--- config.mk ---
export PLATFORM = sky130hd
export DESIGN_NAME = ile_cell
export DESIGN_NICKNAME = d
export VERILOG_FILES = /design/src/ile_pkg.sv /design/src/ile_cell.sv
export SDC_FILE = /design/constraint.sdc
export NUM_CORES = 1
export LEC_CHECK = 0
export BUFFER_PORTS_ARGS = -buffer_cell sky130_fd_sc_hd__buf_2
export CAP_MARGIN = 20
export CORE_AREA = 4 4 124 126
export DETAILED_ROUTE_END_ITERATION = 6
export DIE_AREA = 0 0 128 130
export SETUP_SLACK_MARGIN = 0.1
export SYNTH_ARGS = -nofsm -noshare
export SYNTH_HDL_FRONTEND = slang
export SYNTH_SLANG_ARGS = --single-unit
--- constraint.sdc ---
create_clock -name clk -period 5.3 [get_ports clk]
set_clock_uncertainty 0.1 [all_clocks]
set_input_delay 0.53 -clock clk [delete_from_list [all_inputs] [get_ports clk]]
set_output_delay 0.53 -clock clk [all_outputs]
set_load 0.05 [all_outputs]
--- src/ile_pkg.sv ---
`timescale 1ns / 1ps
`default_nettype none
// ----------------------------------------------------------------------------
// Indexed list engine package
// Command codes, field widths and the control bundle that the top level
// broadcasts to every element cell.
// ----------------------------------------------------------------------------
package ile_pkg;

    localparam int unsigned DATA_W  = 32;
    localparam int unsigned POS_W   = 16;
    localparam int unsigned CMD_W   = 4;
    localparam int unsigned COUNT_W = 9;

    // Command codes.
    localparam logic [CMD_W-1:0] CMD_APPEND    = 4'd0;
    localparam logic [CMD_W-1:0] CMD_PREPEND   = 4'd1;
    localparam logic [CMD_W-1:0] CMD_INSERT    = 4'd2;
    localparam logic [CMD_W-1:0] CMD_PUT       = 4'd3;
    localparam logic [CMD_W-1:0] CMD_REMOVE    = 4'd4;
    localparam logic [CMD_W-1:0] CMD_POP_FIRST = 4'd5;
    localparam logic [CMD_W-1:0] CMD_POP_AT    = 4'd6;
    localparam logic [CMD_W-1:0] CMD_POP_LAST  = 4'd7;
    localparam logic [CMD_W-1:0] CMD_READ      = 4'd8;
    localparam logic [CMD_W-1:0] CMD_SET_SIZE  = 4'd9;
    localparam logic [CMD_W-1:0] CMD_FIRST     = 4'd10;
    localparam logic [CMD_W-1:0] CMD_LAST      = 4'd11;

    // Per-cycle control shared by all cells. Each cell compares its own
    // index against the ranges below.
    typedef struct packed {
        logic              fill_en;   // fill_lo <= i < fill_hi loads fill_data
        logic [POS_W-1:0]  fill_lo;
        logic [POS_W-1:0]  fill_hi;
        logic [DATA_W-1:0] fill_data;
        logic              put_en;    // i == put_idx loads put_data
        logic [POS_W-1:0]  put_idx;
        logic [DATA_W-1:0] put_data;
        logic              shr_en;    // shr_lo < i <= shr_hi takes left neighbor
        logic [POS_W-1:0]  shr_lo;
        logic [POS_W-1:0]  shr_hi;
        logic              shl_en;    // shl_lo <= i < shl_hi takes right neighbor
        logic [POS_W-1:0]  shl_lo;
        logic [POS_W-1:0]  shl_hi;
        logic              rd_en;     // i == rd_idx drives its value out
        logic [POS_W-1:0]  rd_idx;
    } cell_ctl_t;

endpackage
`default_nettype wire

--- src/ile_cell.sv ---
`timescale 1ns / 1ps
`default_nettype none
// ----------------------------------------------------------------------------
// Indexed list engine element cell
// Holds one list element and loads it from the request, from a fill value
// or from a neighbor cell, as the broadcast control selects.
// ----------------------------------------------------------------------------
module ile_cell #(
    parameter int unsigned INDEX = 0
) (
    input  logic                      clk,
    input  ile_pkg::cell_ctl_t        ctl,
    input  logic [ile_pkg::DATA_W-1:0] left_data,
    input  logic [ile_pkg::DATA_W-1:0] right_data,
    output logic [ile_pkg::DATA_W-1:0] data,
    output logic [ile_pkg::DATA_W-1:0] rd_data
);
    import ile_pkg::*;

    localparam logic [POS_W-1:0] IDX = POS_W'(INDEX);

    logic [DATA_W-1:0] data_reg;
    logic [DATA_W-1:0] data_next;

    // Select the next element value; a direct write wins over a shift.
    always_comb
    begin
        data_next = data_reg;
        if (ctl.put_en && (IDX == ctl.put_idx))
        begin
            data_next = ctl.put_data;
        end
        else if (ctl.shr_en && (IDX > ctl.shr_lo) && (IDX <= ctl.shr_hi))
        begin
            data_next = left_data;
        end
        else if (ctl.shl_en && (IDX >= ctl.shl_lo) && (IDX < ctl.shl_hi))
        begin
            data_next = right_data;
        end
        else if (ctl.fill_en && (IDX >= ctl.fill_lo) && (IDX < ctl.fill_hi))
        begin
            data_next = ctl.fill_data;
        end
    end

    // Element storage; contents are meaningless until written.
    always_ff @(posedge clk)
    begin
        data_reg <= data_next;
    end

    // The addressed cell drives its current value, all others drive zero.
    assign rd_data = (ctl.rd_en && (IDX == ctl.rd_idx)) ? data_reg : '0;
    assign data    = data_reg;

endmodule
`default_nettype wire

After elaboration in Yosys (flattened, before gate mapping)
Cells that the tools add are included.
W data, S select, Z words.
- $lt $le $gt $ge: 6
- mux-type cells: 5
- reductions and logical operators: 11
- operators with widths (kind ; count):
    $mux W32 ; 5
    $ge A1 B16 Y1 const A ; 2
    $logic_not A16 Y1 ; 2
    $lt A1 B16 Y1 const A ; 2
    $gt A1 B16 Y1 const A ; 1
    $le A1 B16 Y1 const A ; 1
    $logic_and A1 B1 Y1 ; 8
    $reduce_bool A4 Y1 ; 1
- flip-flop bits (word level): 32
- bits of input ports: 262
- output and inout bits: 64
- logic and storage cells: 23

Logic depth before layout (Yosys ltp)
Gate-level depths: netlist (run 1).
- word-level depth: 7
- depth in mapped cells: 7
- gate-level depth less buffers: 4

Least setup slack after synthesis (run 1)
OpenSTA, ideal clock, no wires.
- path kind: input port to flip-flop
- start: in ctl[192] in the netlist's numbering
- end: reg data_reg[0], in the netlist data[0] (enable)
- library setup time: 396 ps
- arrival: 2260 ps
- required time: 4804 ps
- setup slack: 2545 ps
- stages on the path: 4
- path buffers: 0
- path through: or4_1 > nor3_1 > and4_1 > a311o_1
- cells in the longest elaborated chain, start to end: 4
- ends and longest elaborated chain (element ; line ; source):
    start: declaration ; ile_cell.sv:12 ; input ile_pkg::cell_ctl_t ctl,
    $ge A1 B16 Y1 ; ile_cell.sv:41 ; else if (ctl.fill_en && (IDX >= ctl.fill_lo) && (IDX < ctl.fill_hi))
    $logic_and A1 B1 Y1 (2 in a row) ; ile_cell.sv:41 ;
    $reduce_bool A4 Y1 (no source line) ; - ;
    end signal: assignment ; ile_cell.sv:50 ; data_reg <= data_next;
    end: declaration ; ile_cell.sv:22 ; logic [DATA_W-1:0] data_reg;
No other way between the ends.
A chain may end at the register's enable or synchronous reset.

Worst setup path in the final report (run 1)
- start: in ctl[4] in the netlist's numbering
- end: out rd_data[15] in the netlist's numbering
- cells in the longest elaborated chain, start to end: 3
- ends and longest elaborated chain (element ; line ; source):
    $logic_not A16 Y1 ; ile_cell.sv:54 ; assign rd_data = (ctl.rd_en && (IDX == ctl.rd_idx)) ? data_reg : '0;
    $logic_and A1 B1 Y1 ; ile_cell.sv:54 ;
    $mux W32 ; ile_cell.sv:54 ;
    end: declaration ; ile_cell.sv:16 ; output logic [ile_pkg::DATA_W-1:0] rd_data
No other way between the ends.

==> results.yml, run 1 <==
routing:
  drtAntennaViolNets: 0
  wire_per_inst_um: 17.5
  post-route-drc-count: 0
  drt-total-wl_um: 12200
  drtIter0Drc: 139
  routed_via_density: 4.75
  drtPass1Iterations: 4
  vias: 3309
worst_setup_path:
  critPathKind: "in2out"
  cp-end-kind: "primary output"
  worstPathArrival_ns: 2.06
  cp-start-kind: "input port"
  critPathMaxFanout: 32
  required_ns: 4.67
grt:
  grt_max_degree: 35
  antenna_found_initial: 0
  grt_usage_pct: 13.7
  grt_pass1_wl_um: 17700
  grt_overflow_total: 0
  grt_pass1_vias: 3375
timing:
  rsz0062_at_grt: "false"
  fin_setup_tns_ns: 0
  post-route-min-period_ns: 2.69
  clock.fmax_mhz: 371
  slew_viol_final: 0
  finalCritPeriodShare_pct: 50.8
  worst_pin_slew_ns: 0.856
  setup_violations: 0
  hold_viol: 0
  relSlewSlack_pct: 43.0
  hold_ws_ns: 0.504
floorplan:
  pin_count: 326
  core_area_um2: 14300
  initial_core_util_pct: 17.8
  rows: 44
  die_area_um2: 16600
  die_h_um: 130
  die_w_um: 128
final_layout:
  num-fill-cells: 1597
  drive_gt1_share_pct: 54.7
  largest_reg_flops: 32
  area_growth_pct: 57.4
  regArea_um2: 961
  final_common_cell: "buf_2"
  multi_input_area_um2: 1300
  diodes: 0
  layout_common_cells: "buf_2, nand4_1, nor3_1"
  nNetsFinal: 773
power:
  ir_drop_mv: 0.0846
  leakage_nw: 1.72
  powerDensity_nw_per_um2: 166
  power.total_uw: 664
clocking:
  clock-sinks: 32
  cts_tree: "done"
  cts-hold-fix-buffers: 0
  numCtsBuffers: 5
  cts_setup_buffers: 0
  cts_resized: 0
  clockRootBuffer: "clkbuf_16"
  clk_pin_slew_worst_paths_ns: 0.06
  htreeDepth: 2
  clk_path_buf_depth: 2
outcome:
  status: "finished, final reports clean"
logic_synthesis:
  ys_seq_elements: 32
  synthDominantCellAreaShare_pct: 37.8
  avgSynthCellArea_um2: 9.39
  synth_top_area_cell: "edfxtp_1"
  netlist_top_cells_area: "edfxtp_1, o31ai_1, nand4_1"
  synthCells: 271
  synth_seq_area_share_pct: 37.8
  yosysWarnings: 0
  synth_nets: 533
  syn_area_um2: 2540
  synth_cell_types: 23
placed_design:
  hpwlAfterDp_um: 9010
  io_buffers: 260
  gp_congestion: 0.782
flow_run:
  max_cap_violations: 0
min_path:
  holdPathStages: 3
  holdCritPathClass: "in2reg"
## power breakdown
part | internal (mW) | leakage, nW | total [mW] | switching, mW
Sequential | 0.278 | 0.287 | 0.278 | 0.00000506
Clock | 0.172 | 0.0645 | 0.280 | 0.108
Combinational | 0.0635 | 1.37 | 0.105 | 0.0414
Total | 0.514 | 1.72 | 0.664 | 0.149
## cell families (layout without fill, tap and decap cells)
| logic type | after synthesis | count (layout) | share of synthesized area [%] |
|---|---|---|---|
| simple gates | 138 | 138 | 33.2 |
| compound gates | 65 | 65 | 17.7 |
| flops | 32 | 32 | 37.8 |
| buf+inv | 36 | 277 | 11.4 |
## metrics by stage
step / area (um^2) / utilization (%) / worst slack, ns / std cells
finish: 4000 / 28.0 / 2.61 / 696
global route: 4000 / 28.0 / 2.48 / 696
CTS: 4000 / 28.0 / 2.54 / 696
detailed placement: 3860 / 27.0 / 2.37 / 688
global placement: 3860 / 27.0 / 2.38 / 688
floorplan: 2540 / - / 2.54 / 271
## worst paths after layout
check	to	from	slack (ns)
worst max-delay path	rd_data[15]	ctl[4]	2.61
worst min-delay path	data[28]$_DFFE_PP_	ctl[111]	0.50
## cells in the mapped netlist
cell type / n
a31oi_1: 32
nor4_2: 2
buf_12: 3
and3b_1: 1
and2_1: 33
nand4_1: 37
nor2_1: 5
nor4b_2: 1
a311o_1: 1
clkbuf_1: 13
buf_2: 9
nand2_1: 2
nor4_1: 15
buf_8: 3
nor3_1: 34
buf_6: 8
o31ai_1: 32
nor4b_1: 2
or3_1: 2
edfxtp_1: 32
and4_1: 2
or4_1: 1
or3_4: 1
## worst max-delay path, stage by stage
cell and delay [ns]:
buf_2 0.10, nor4b_1 0.31, nand4_1 0.20, nor4_4 0.16, buf_4 0.31, and2_1 0.18
buf_2 0.26
## per-layer routing
layer	GRT usage [%]	share of wire (%)	vias to the layer above
li1	-	-	1585
met1	16.2	38	1506
met2	25.9	52	202
met3	2.01	8.2	16
met4	3.75	1.6	0
met5	0	0	-
## layout make-up
type	count	share of cell area (%)
sequential	32	24.0
clock buffer	6	3.22
multi-input combinational	203	32.6
tap	184	5.75
clock inverter	2	0.281
timing repair buffer	269	34.2
Power figures use the tool's default switching activity.
==> inputs of run 2 (changes only) <==
Settings changed: CORE_AREA 4 4 124 126 to 4 4 123 125, DIE_AREA 0 0 128 130 to 0 0 127 129.
Clock period 5.3 ns to 2.7 ns, I/O delays scaled along.
==> run 2 against run 1 <==
Non-clock buffer count rose by 5. Combinational power is 100% higher. Sequential cell count did not move. Setup slack worse by 2.1 ns. Core utilization increased by 1.3 points. Die area fell by 1.5%. Via count grew 0.60%.
==> results.yml, run 2 (same netlist as run 1, synthesis figures left out) <==
worst_setup_path:
  cp-end-kind: "primary output"
  cp-start-kind: "input port"
  cp_slowest_cell: "nor4b_1"
  worstPathCellList: "buf_2 > nor4b_1 > nand4_1 > nor4_4 > buf_4 > and2_1 > buf_2"
  cp_common_cell: "buf_2"
  critPathKind: "in2out"
  slowest_delay_ns: 0.33
  worstPathArrival_ns: 1.86
  required_ns: 2.33
  critPathMaxFanout: 33
timing:
  hold_viol: 0
  layout_setup_ws_ns: 0.472
  relSlewSlack_pct: 40.2
  clock.fmax_mhz: 449
  slew_viol_final: 0
  finalCritPeriodShare_pct: 82.5
  rsz0062_at_grt: "false"
  post-route-min-period_ns: 2.23
  setup_violations: 0
  worst_pin_slew_ns: 0.896
  fin_setup_tns_ns: 0
clocking:
  htreeDepth: 2
  clk_pin_slew_worst_paths_ns: 0.06
  cts_resized: 0
  clock-sinks: 32
  cts_setup_buffers: 0
  cts_tree: "done"
  clk_path_buf_depth: 2
  numCtsBuffers: 5
  cts-hold-fix-buffers: 0
  clockRootBuffer: "clkbuf_16"
final_layout:
  drive_gt1_share_pct: 55.3
  nNetsFinal: 778
  layout_common_cells: "buf_2, nand4_1, nor3_1"
  final_util_pct: 29.3
  largest_reg_flops: 32
  final_common_cell: "buf_2"
  area_growth_pct: 59.7
routing:
  drtAntennaViolNets: 0
  post-route-drc-count: 0
  drtPass1Iterations: 4
  vias: 3329
  routed_via_density: 4.77
  drtIter0Drc: 208
  wire_per_inst_um: 17.9
  drt-total-wl_um: 12500
grt:
  grt_usage_pct: 14.3
  grt_pass1_wl_um: 18300
  grt_max_degree: 33
  grt_overflow_total: 0
  grt_pass1_vias: 3432
  antenna_found_initial: 0
floorplan:
  pin_count: 326
  initial_core_util_pct: 18.3
  die_w_um: 127
  core_area_um2: 13900
  die_h_um: 129
  rows: 43
  die_area_um2: 16400
placed_design:
  gp_congestion: 0.778
  io_buffers: 260
  place_ws_ns: 0.169
  hpwlAfterDp_um: 9940
power:
  ir_drop_mv: 0.209
  leakage_nw: 1.76
  powerDensity_nw_per_um2: 347
outcome:
  status: "finished, final reports clean"
min_path:
  holdCritPathClass: "in2reg"
flow_run:
  max_cap_violations: 0
[run 2: worst max-delay path, delay by kind of cell]
kind | cells | cell delay, ns
buffers and inverters | 3 | 0.69
and+or+nand+nor | 4 | 0.88
[run 2: cell type report]
class	instances	area, um^2
clock buffer	6	129
antenna	1	2.50
fill	1519	9820
timing repair buffer	274	1410
sequential	32	961
clock inverter	2	35.0
tap	180	225
multi-input combinational	203	1300
[run 2: worst paths after layout]
| check | from | endpoint | slack (ns) | depth (start not counted) |
|---|---|---|---|---|
| setup / recovery | ctl[4] | rd_data[14] | 0.47 | 7 |
| hold / removal | ctl[111] | data[28]$_DFFE_PP_ | 0.25 | 3 |
[run 2: report_power, final]
part	internal [mW]	switching (mW)
clock	0.434	0.220
combinational	0.126	0.0838
sequential	0.546	0.00000969
total	1.11	0.304
[run 2: per-stage QoR]
step	cells	total power, mW	hold slack [ns]	instance area (um^2)
4_1_cts	697	1.43	0.239	4060
3_3_place_gp	689	0.765	0.523	3900
5_1_grt	697	1.47	0.261	4060
2_1_floorplan	271	0.608	0.430	2540
3_5_place_dp	689	0.767	0.529	3900
6_report	698	1.41	0.245	4060
[run 2: layer usage]
| layer | GRT usage [%] | share of wire, % | up-vias | wire length, um |
|---|---|---|---|---|
| met2 | 26.7 | 52 | 190 | 6510 |
| li1 | - | - | 1596 | - |
| met3 | 2.12 | 8.4 | 6 | 1050 |
| met1 | 17.3 | 39 | 1537 | 4860 |
| met4 | 3.41 | 0.87 | 0 | 109 |
| met5 | 0 | 0 | - | 0 |
